File: src/design/acm_pkg.sv
// shared types, widths and register indexes of the accelerometer calibration core
package acm_pkg;

  localparam int NUM_AXES        = 3;
  localparam int RAW_W           = 12;
  localparam int MILLI_W         = 23;
  localparam int MILLI           = 1000;
  localparam int DIV_W           = 22;
  localparam int SQ_W            = 2 * DIV_W;
  localparam int SUM_W           = SQ_W + 2;
  localparam int ROOT_W          = SUM_W / 2;
  localparam int LANE_STAGES     = DIV_W + 3;
  localparam int SQRT_STAGES     = ROOT_W + 1;
  localparam int STAGES          = LANE_STAGES + SQRT_STAGES;
  localparam int CFG_IDX_W       = 3;
  localparam logic [RAW_W-1:0] OFFSET_RST = 12'd2048;
  localparam logic [RAW_W-1:0] SCALE_RST  = 12'd400;

  typedef logic [RAW_W-1:0]          raw_t;
  typedef logic signed [MILLI_W-1:0] milli_t;
  typedef logic [SQ_W-1:0]           sq_t;
  typedef logic [STAGES-1:0]         stage_en_t;

  typedef enum logic [CFG_IDX_W-1:0] {
    CFG_ZERO_Z  = 3'd0,
    CFG_ZERO_Y  = 3'd1,
    CFG_ZERO_X  = 3'd2,
    CFG_SCALE_Z = 3'd3,
    CFG_SCALE_Y = 3'd4,
    CFG_SCALE_X = 3'd5
  } cfg_idx_t;

endpackage

File: src/design/acm_lane.sv
// one axis lane: offset removal, scaling by 1000, pipelined divide, square
module acm_lane (
  input  logic                         clk,
  input  logic [acm_pkg::LANE_STAGES-1:0] en,
  input  acm_pkg::raw_t                raw,
  input  acm_pkg::raw_t                offset,
  input  acm_pkg::raw_t                scale,
  output acm_pkg::milli_t              accel,
  output acm_pkg::sq_t                 sq
);
  import acm_pkg::*;

  logic signed [RAW_W:0] diff;
  logic [RAW_W-1:0]      diff_mag;
  logic [DIV_W-1:0]      prod;

  logic [DIV_W-1:0] dq_r   [0:DIV_W];
  logic [RAW_W-1:0] rem_r  [0:DIV_W];
  logic             neg_r  [0:DIV_W];
  logic             zs_r   [0:DIV_W];
  logic [RAW_W:0]   t_s    [1:DIV_W];
  logic             ge_s   [1:DIV_W];
  logic [DIV_W-1:0] dq_nxt [1:DIV_W];
  logic [RAW_W-1:0] rem_nxt[1:DIV_W];

  milli_t           val_r;
  logic [DIV_W-1:0] mag_r;
  milli_t           accel_r;
  sq_t              sq_r;

  // signed difference and its magnitude times 1000
  always_comb begin
    diff     = $signed({1'b0, raw}) - $signed({1'b0, offset});
    diff_mag = diff[RAW_W] ? RAW_W'(-diff) : diff[RAW_W-1:0];
    prod     = DIV_W'(diff_mag * 10'(MILLI));
  end

  // one quotient bit per divider stage
  always_comb begin
    for (int k = 1; k <= DIV_W; k++) begin
      t_s[k]     = {rem_r[k-1], dq_r[k-1][DIV_W-1]};
      ge_s[k]    = t_s[k] >= {1'b0, scale};
      rem_nxt[k] = ge_s[k] ? RAW_W'(t_s[k] - {1'b0, scale}) : t_s[k][RAW_W-1:0];
      dq_nxt[k]  = {dq_r[k-1][DIV_W-2:0], ge_s[k]};
    end
  end

  // prep stage
  always_ff @(posedge clk) begin
    if (en[0]) begin
      dq_r[0]  <= prod;
      rem_r[0] <= '0;
      neg_r[0] <= diff[RAW_W];
      zs_r[0]  <= (scale == '0);
    end
  end

  // divider stages
  always_ff @(posedge clk) begin
    for (int k = 1; k <= DIV_W; k++) begin
      if (en[k]) begin
        dq_r[k]  <= dq_nxt[k];
        rem_r[k] <= rem_nxt[k];
        neg_r[k] <= neg_r[k-1];
        zs_r[k]  <= zs_r[k-1];
      end
    end
  end

  // sign restore and zero scale
  always_ff @(posedge clk) begin
    if (en[DIV_W+1]) begin
      if (zs_r[DIV_W]) begin
        val_r <= '0;
        mag_r <= '0;
      end else begin
        val_r <= neg_r[DIV_W] ? -$signed({1'b0, dq_r[DIV_W]})
                              : $signed({1'b0, dq_r[DIV_W]});
        mag_r <= dq_r[DIV_W];
      end
    end
  end

  // square
  always_ff @(posedge clk) begin
    if (en[DIV_W+2]) begin
      accel_r <= val_r;
      sq_r    <= mag_r * mag_r;
    end
  end

  assign accel = accel_r;
  assign sq    = sq_r;

endmodule

File: config.mk
export PLATFORM = sky130hd
export DESIGN_NAME = acm_lane
export DESIGN_NICKNAME = d
export VERILOG_FILES = /design/src/design/acm_pkg.sv /design/src/design/acm_lane.sv
export SDC_FILE = /design/constraint.sdc
export NUM_CORES = 2
export LEC_CHECK = 0
export ABC_AREA = 1
export BUFFER_PORTS_ARGS = -buffer_cell sky130_fd_sc_hd__buf_2
export CELL_PAD_IN_SITES_DETAIL_PLACEMENT = 1
export CELL_PAD_IN_SITES_GLOBAL_PLACEMENT = 1
export CORE_MARGIN = 4
export CORE_UTILIZATION = 45
export CTS_BUF_LIST = sky130_fd_sc_hd__clkbuf_4 sky130_fd_sc_hd__clkbuf_8 sky130_fd_sc_hd__clkbuf_16
export CTS_CLUSTER_SIZE = 12
export DETAILED_ROUTE_END_ITERATION = 16
export MAX_ROUTING_LAYER = met4
export PLACE_DENSITY_LB_ADDON = 0.15
export SYNTH_ARGS = -nofsm -noshare
export SYNTH_HDL_FRONTEND = slang
export SYNTH_SLANG_ARGS = --single-unit
File: constraint.sdc
create_clock -name clk -period 7.8 [get_ports clk]
set_clock_uncertainty 0.2 [all_clocks]
set_input_delay 1.95 -clock clk [delete_from_list [all_inputs] [get_ports clk]]
set_output_delay 1.95 -clock clk [all_outputs]
set_load 0.05 [all_outputs]
==> impl_metrics.ini <==
[outcome]
run_status = finished, final reports clean

[hold_path]
hold_depth = 0
hold_path_class = reg2reg

[global_routing]
grt_pass1_wl_um = 235000
grt_max_degree = 66
grt_pass1_vias = 42872
gr-total-overflow = 0
antenna_found_initial = 8
grt.total_usage_pct = 22.7

[yosys]
avgSynthCellArea_sq_um = 10.4
synth-edff-count = 850
ys_seq_area_share_pct = 44.0
synthFlopType = edfxtp_1
ys_types = 57
syn_inst = 5588
yosysWarnings = 0
synth_seq_cells = 850
synth_area_sq_mm = 0.0580
syn-num-nets = 6535
ys_async_sr_fraction_pct = 0

[routing]
drt_iter0_drc = 1845
drtAntennaViolNets = 0
wl_per_cell_um = 19.4
routed_wl_um = 146000
avgViaCountPerCell = 5.19
drc_errors = 0
vias = 38932
drtPass1Iterations = 5

[clocking]
insertion_delay_ps = 710
clock-sinks = 850
cts-root-buf = clkbuf_16
cts_buffers = 95
tritoncts = yes
cts_hold_buf = 0
clkTransAtPathRegs_ps = 60
post_cts_buffers = 0
cts_resized = 0
cts.htree.levels = 3
cts_buffer_depth = 3

[timing]
max_freq_ghz = 0.136
fin_crit_ps = 7350
tns_ps = 0
maxSlewHeadroom_pct = 33.2
slew_violations = 0
setup_viol = 0
rsz0062_at_grt = false
finalCritPeriodShare_pct = 94.2
worstMarginPinSlew_ps = 1000
hold_violations = 0

[finish]
nFillCells = 14068
final_common_cell = nand2_1
seqCellArea_sq_mm = 0.0255
drive_above_1_share_pct = 8.20
area_delta_synth_final_pct = 9.80
multi_input_area_sq_mm = 0.0280
final_cell_mix = nand2_1, inv_1, edfxtp_1, ha_1, fa_1
nNetsFinal = 6728

[critical_path]
timing.rr.start = mag_r[2]
worstReg2RegEnd = sq[41]
cp.required_ps = 8010
worst_setup_path_start_kind = register
ff2ff_path_depth = 22
cp-end-kind = register
cp.depth = 22
worst_path_most_repeated_cell = fa_1
crit_chain = nand2_1, fa_1, inv_1, fa_1, fa_1, fa_1, fa_1, fa_1, inv_1, fa_1, inv_1, ha_1, a21oi_1, nor2_1, nor2_1, o21ai_0, a21oi_1, nand2_1, nand2_1, nand2_1, nand2_1, nand2_1
cpLargestDelayFamily = adder cells
worst-endpoint-arrival_ps = 7560
crit_path_max_incr_delay_ps = 950
criticalPathCategory = reg2reg
crit_buf_inv = 3
crit_start = mag_r[2]
crit_slowest_cell = edfxtp_1
critPathMaxFanout = 15
crit_path_end = sq[41]
r2r_slack_ps = 450

[placement]
io_buffers = 127
globalplace.congestion = 0.874
dpl.hpwl_um = 113000

[die]
core_area_sq_mm = 0.128
initial_core_util_pct = 45.4
die_h_um = 367
die_w_um = 367
fp.dieArea_sq_mm = 0.135
num_rows = 131
io_pins = 129

[flow_run]
cap_viol_max_count = 0
[worst min path at each step]
stage | endpoint | startpoint | slack [ps]
floorplan | accel[10] | val_r[10] | 200
finish | dq_r[1][104] | dq_r[1][81] | 200
global placement | dq_r[1][65] | dq_r[1][42] | 200
global route | dq_r[0][159] | dq_r[0][136] | 210
CTS | zs_r[2][6] | zs_r[2][5] | 200
detailed placement | dq_r[0][156] | dq_r[0][133] | 210
[logic make-up (layout without fill, tap and decap cells)]
kind of cell / Yosys count / count (layout) / synth area share [%]
buffers and inverters: 1120 / 1375 / 7.62
XOR/XNOR: 256 / 256 / 3.88
AO/OA/AOI/OAI: 789 / 789 / 7.71
AND/OR/NAND/NOR: 1687 / 1687 / 12.4
flip-flops: 850 / 850 / 44.0
other: 1 / 3 / 0.00647
adder cells (fa/ha/maj): 885 / 885 / 24.4
[Yosys cell counts, types with 9 or more instances]
cell type	number	area, sq um
nand2_1	1044	3920
inv_1	1004	3770
edfxtp_1	850	25500
ha_1	477	5970
fa_1	408	8170
a21oi_1	284	1420
nor2_1	259	972
o21ai_0	249	1250
nand3_1	177	886
xor2_1	156	1370
xnor2_1	99	867
o21ai_1	94	470
nor3_1	48	240
clkbuf_1	45	169
nand4_1	42	263
nand3b_1	40	300
nand2_2	34	213
buf_4	29	218
a21o_1	28	210
a31oi_1	23	144
o21ai_2	23	201
nand3_2	21	210
inv_2	18	67.6
o31ai_1	16	120
o21bai_1	13	97.6
o41ai_1	12	105
a21boi_2	11	124
buf_2	9	45.0
or2_2	9	56.3
[area by class of cell]
class,count,share of cell area (%)
diodes,2,0.00786
multi-input cells,3618,44.0
inverters,1026,6.07
clock inverters,51,0.865
repair buffers,190,1.77
flip-flops and latches,850,40.1
clock buffers,108,3.89
well taps,1662,3.27
[state kept, by name, indices dropped and copies added, names as in the netlist]
register  count
neg_r        23
accel        23
sq           42
val_r        23
mag_r        21
zs_r         23
rem_r       252
dq_r        443
[per-layer routing]
metal  up-vias  routed length (um)  track usage (%)
li1      18828                   -                -
met1     19459               63500             28.2
met2       479               75400             40.1
met3       166                4090             2.54
met4         0                2780             4.90
met5         -                   0                -
[per-stage QoR]
stage	area (sq um)	worst slack [ps]	hold slack, ps	util [%]	cells
4_1_cts	63600	468	197	49.8	7505
6_report	63700	452	197	49.9	7507
3_5_place_dp	60600	6.90	205	47.5	7346
2_1_floorplan	58000	465	200	-	5588
5_1_grt	63700	57.0	206	49.9	7507
3_3_place_gp	60600	95.7	200	47.5	7346
Power is left out: the tool's default activity adds up to more than one toggle a clock period on the data nets, which glitch-free logic cannot reach.
