### src/design/acm_pkg.sv
// shared types, widths and register indexes of the accelerometer calibration core
package acm_pkg;

  localparam int NUM_AXES        = 3;
  localparam int RAW_W           = 12;
  localparam int MILLI_W         = 23;
  localparam int MILLI           = 1000;
  localparam int DIV_W           = 22;
  localparam int SQ_W            = 2 * DIV_W;
  localparam int SUM_W           = SQ_W + 2;
  localparam int ROOT_W          = SUM_W / 2;
  localparam int LANE_STAGES     = DIV_W + 3;
  localparam int SQRT_STAGES     = ROOT_W + 1;
  localparam int STAGES          = LANE_STAGES + SQRT_STAGES;
  localparam int CFG_IDX_W       = 3;
  localparam logic [RAW_W-1:0] OFFSET_RST = 12'd2048;
  localparam logic [RAW_W-1:0] SCALE_RST  = 12'd400;

  typedef logic [RAW_W-1:0]          raw_t;
  typedef logic signed [MILLI_W-1:0] milli_t;
  typedef logic [SQ_W-1:0]           sq_t;
  typedef logic [STAGES-1:0]         stage_en_t;

  typedef enum logic [CFG_IDX_W-1:0] {
    CFG_ZERO_Z  = 3'd0,
    CFG_ZERO_Y  = 3'd1,
    CFG_ZERO_X  = 3'd2,
    CFG_SCALE_Z = 3'd3,
    CFG_SCALE_Y = 3'd4,
    CFG_SCALE_X = 3'd5
  } cfg_idx_t;

endpackage

### src/design/acm_sqrt.sv
// merge stage: sum of lane squares and pipelined floor square root
module acm_sqrt (
  input  logic                          clk,
  input  logic [acm_pkg::SQRT_STAGES-1:0] en,
  input  acm_pkg::sq_t                  sq    [acm_pkg::NUM_AXES],
  input  acm_pkg::milli_t               acc_in[acm_pkg::NUM_AXES],
  output acm_pkg::milli_t               acc_out[acm_pkg::NUM_AXES],
  output logic [acm_pkg::ROOT_W-1:0]    root
);
  import acm_pkg::*;

  logic [SUM_W-1:0]  rad_r  [0:ROOT_W];
  logic [ROOT_W+1:0] rm_r   [0:ROOT_W];
  logic [ROOT_W-1:0] root_r [0:ROOT_W];
  milli_t            acc_r  [0:ROOT_W][NUM_AXES];
  logic [ROOT_W+3:0] pr_s   [1:ROOT_W];
  logic [ROOT_W+3:0] tr_s   [1:ROOT_W];
  logic              ge_s   [1:ROOT_W];

  // two radicand bits per stage against the trial root
  always_comb begin
    for (int j = 1; j <= ROOT_W; j++) begin
      pr_s[j] = {rm_r[j-1], rad_r[j-1][SUM_W-1 -: 2]};
      tr_s[j] = {2'b00, root_r[j-1], 2'b01};
      ge_s[j] = pr_s[j] >= tr_s[j];
    end
  end

  // sum of squares
  always_ff @(posedge clk) begin
    if (en[0]) begin
      rad_r[0]  <= SUM_W'(sq[0]) + SUM_W'(sq[1]) + SUM_W'(sq[2]);
      rm_r[0]   <= '0;
      root_r[0] <= '0;
      for (int a = 0; a < NUM_AXES; a++) acc_r[0][a] <= acc_in[a];
    end
  end

  // root stages
  always_ff @(posedge clk) begin
    for (int j = 1; j <= ROOT_W; j++) begin
      if (en[j]) begin
        rad_r[j]  <= {rad_r[j-1][SUM_W-3:0], 2'b00};
        rm_r[j]   <= ge_s[j] ? (ROOT_W+2)'(pr_s[j] - tr_s[j]) : pr_s[j][ROOT_W+1:0];
        root_r[j] <= {root_r[j-1][ROOT_W-2:0], ge_s[j]};
        for (int a = 0; a < NUM_AXES; a++) acc_r[j][a] <= acc_r[j-1][a];
      end
    end
  end

  assign root = root_r[ROOT_W];
  always_comb begin
    for (int a = 0; a < NUM_AXES; a++) acc_out[a] = acc_r[ROOT_W][a];
  end

endmodule

### config.mk
export PLATFORM = sky130hd
export DESIGN_NAME = acm_sqrt
export DESIGN_NICKNAME = d
export VERILOG_FILES = /design/src/design/acm_pkg.sv /design/src/design/acm_sqrt.sv
export SDC_FILE = /design/constraint.sdc
export NUM_CORES = 2
export LEC_CHECK = 0
export BUFFER_PORTS_ARGS = -buffer_cell sky130_fd_sc_hd__buf_4
export CAP_MARGIN = 20
export CORE_ASPECT_RATIO = 2
export CORE_MARGIN = 8
export CORE_UTILIZATION = 50
export DETAILED_ROUTE_END_ITERATION = 12
export GPL_ROUTABILITY_DRIVEN = 1
export PLACE_DENSITY = 0.7
export SYNTH_ARGS = -nofsm -noshare
export SYNTH_HDL_FRONTEND = slang
export SYNTH_SLANG_ARGS = --single-unit
### constraint.sdc
create_clock -name clk -period 3.4 [get_ports clk]
set_input_delay 0 -clock clk [delete_from_list [all_inputs] [get_ports clk]]
set_output_delay 0 -clock clk [all_outputs]
set_load 0.01 [all_outputs]
==> impl_metrics.json <==
{
  "drc": 0,
  "finalClockSkew_ns": 0.0793,
  "fmax_mhz": 295,
  "synth_top_area_share_pct": 79.1,
  "synth_compound_area_share_pct": 5.13,
  "rsz0062_at_grt": "yes",
  "path_common_cell": "or4_4",
  "cts_tree": "done",
  "clkTransAtPathRegs_ns": 0.07,
  "status": "finished clean",
  "final_area_um2": 133000,
  "hold_class": "in -> reg",
  "drive_gt1_share_pct": 13.6,
  "powerDensity_nw_per_um2": 632,
  "period_share_pct": 99.7,
  "hpwlAfterDp_um": 124000,
  "gp_congestion": 0.870,
  "insertion_delay_ns": 0.88,
  "yosysWarnings": 0,
  "rr_startpoint": "rm_r[0][163]",
  "antenna_found_initial": 4,
  "drv_cap": 0,
  "first_global_vias": 56500,
  "portBuffers": 317,
  "p_switching_mw": 19.0,
  "placed_area_um2": 122000,
  "synth_ff_type": "edfxtp_1",
  "grt_pass1_wl_um": 296000,
  "yosysMostFrequentCell": "edfxtp_1",
  "start_kind": "register",
  "synth_top_cell_by_area": "edfxtp_1",
  "crit_family": "simple AND/OR/NAND/NOR gates",
  "area_growth_pct": 17.0,
  "dieHeight_um": 691,
  "drtAntennaViolNets": 0,
  "crit_path_max_incr_delay_ns": 0.55,
  "worstPathMaxFanout": 7,
  "synth_area_leaders": "edfxtp_1, ha_1, xnor2_1",
  "synth_top_family_by_area": "simple AND/OR/NAND/NOR gates",
  "fin_nets": 8244,
  "avgSynthCellArea_um2": 17.2,
  "start_util_pct": 50.1,
  "crit_path_cell_trace": "or4_4 > or4_4 > or3_4 > or4_4 > or3_4 > nor3_4 > inv_2 > nand3_4 > nor3_1 > xor2_1",
  "pwr-share-clk_pct": 33.9,
  "whs_endpoint": "rad_r[0][41]",
  "period_minus_slack_ns": 3.39,
  "whs_path_depth": 7,
  "ff2ff_setup_slack_ns": 0.01,
  "seq_area_frac_synth_pct": 79.1,
  "maxSlewViolCount": 0,
  "ctsLongestPathBuffers": 4,
  "worst_pin_slew_ns": 0.914,
  "yosys_register_bits": 3002,
  "die_area_um2": 244000,
  "min_from": "sq[83]",
  "r2r_end": "rm_r[0][197]",
  "wl_per_cell_um": 17.0,
  "track_usage_pct": 14.8,
  "layout.core_utilization_pct": 58.7,
  "cts_sinks": 3002,
  "dieWidth_um": 354,
  "critPathArrivalTime_ns": 3.94,
  "routed_wl_um": 184000,
  "synth_simple_gate_area_share_pct": 5.53,
  "slowest_stage": "or4_4",
  "vias": 55100,
  "hold_viol_final": 0,
  "worst_ir_drop_vdd_uv": 530,
  "vias_per_cell": 5.08,
  "setup_viol": 0,
  "ys_types": 79,
  "intPower_mw": 65.4,
  "synth-xor-area-share_pct": 3.45,
  "p_leak_nw": 49.0,
  "slew_headroom_pct": 39.1,
  "seq_power_share_pct": 54.8,
  "fin_tns_setup_ns": 0,
  "cp-end-kind": "register",
  "synth_edf_count": 3002,
  "crit_type": "reg -> reg",
  "grt_max_degree": 122,
  "cp_num_cells": 10,
  "r2r_cells": 10,
  "design.core.area_um2": 227000,
  "synthesis.area_um2": 114000,
  "total_power_mw": 84.4,
  "gr-total-overflow": 0,
  "timing.critical_path.buf_inv": 1,
  "root_buffer": "clkbuf_16",
  "cts_buffers": 244,
  "p_sw_share_pct": 22.5,
  "p_comb_share_pct": 11.2,
  "drt_iter0_drc": 3263,
  "synth.net_count": 7226,
  "rows": 248,
  "netlist_instances": 6612,
  "ios": 318,
  "async_flop_share_pct": 0,
  "htreeDepth": 4,
  "drtPass1Iterations": 6,
  "ys_top_cells_by_count": "edfxtp_1, inv_1, ha_1",
  "synthAdderAreaFrac_pct": 4.55,
  "synthMuxAreaShare_pct": 0.526,
  "crit_required_ns": 3.96
}
## registers in the layout, summed over array words and instances (netlist names)
| signal | flops |
|---|---|
| acc_r | 1656 |
| rad_r | 552 |
| rm_r | 518 |
| root_r | 276 |
## metal layers
metal / vias to the layer above / global-route usage [%] / routed length (um)
li1: 27000 / - / -
met1: 26500 / 18.4 / 77000
met2: 1157 / 26.3 / 92800
met3: 367 / 2.44 / 8270
met4: 0 / 4.97 / 6110
met5: - / 0 / 0
## cell type report
class / instances / area (um^2)
inverters: 411 / 1540
fillers: 16700 / 94000
repair buffers: 865 / 7680
flip-flops and latches: 3002 / 90100
clock buffers: 280 / 6260
diodes: 3 / 7.51
clock inverters: 167 / 1910
well taps: 3000 / 3750
multi-input cells: 3106 / 22100
## stage by stage
stage,setup slack (ns),cells,hold WS (ns)
2_1_floorplan,0.00349,6612,0.0989
3_3_place_gp,-0.210,10100,0.178
3_5_place_dp,-0.136,10100,0.179
4_1_cts,0.0194,10800,0.000225
5_1_grt,-0.0764,10800,0.0659
6_report,0.0116,10800,0.0904
## what timing repair did
item                                    in CTS  in global routing
hold buffers                               297                  0
endpoints found under the setup margin      22                 79
resized for setup                            4                 39
buffers inserted                             1                  2
hold endpoints to repair                  2936                  0
pin swaps                                    0                  7
## cells in the final DEF, fill, tap and decap left out, drive strengths merged, types with 81 or more instances in the layout
cell type    instances
edfxtp            3002
a21o                98
buf                568
nor3               109
clkbuf             280
nor2               312
xnor2              256
clkinv              96
xor2               193
dlygate4sd3        297
ha                 343
inv                421
nand2              314
nand2b              81
o21ai              253
nand3               85
a21oi              300
## worst register-to-register path: stages, from the launching register on
cell      delay (ns)
edfxtp_1        0.40
or4_4           0.55
or4_4           0.43
or3_4           0.35
or4_4           0.43
or3_4           0.41
nor3_4          0.15
inv_2           0.09
nand3_4         0.11
nor3_1          0.07
xor2_1          0.14
## cell families (layout without fill, tap and decap cells)
| group | after synthesis | count (layout) |
|---|---|---|
| DFF | 3002 | 3002 |
| and+or+nand+nor | 1266 | 1266 |
| adders and majority gates | 388 | 388 |
| muxes | 54 | 54 |
| AOI/OAI and AO/OA | 948 | 948 |
| other | 1 | 4 |
| buffers and inverters | 504 | 1723 |
| xor gates and xnor gates | 449 | 449 |
## power by group through the flow
stage	sequential [mW]	clock (mW)	combinational [mW]
after floorplan	46.5	0	5.84
after global placement	47.0	0	8.65
after detailed placement	47.1	0	8.81
after CTS	46.3	29.5	9.41
after global routing	46.6	30.7	10.6
final	46.3	28.6	9.49
## how the worst max path moves through the flow
stage / end / from / slack, ns
3_3_place_gp: rad_r[0][39] / sq[1] / -0.21
2_1_floorplan: rm_r[2][164] / rm_r[2][133] / 0.003
6_report: rm_r[0][197] / rm_r[0][163] / 0.01
4_1_cts: rm_r[0][197] / rm_r[0][163] / 0.02
3_5_place_dp: rad_r[0][45] / sq[1] / -0.14
5_1_grt: rm_r[0][197] / rm_r[0][163] / -0.08
Power figures use the tool's default switching activity.
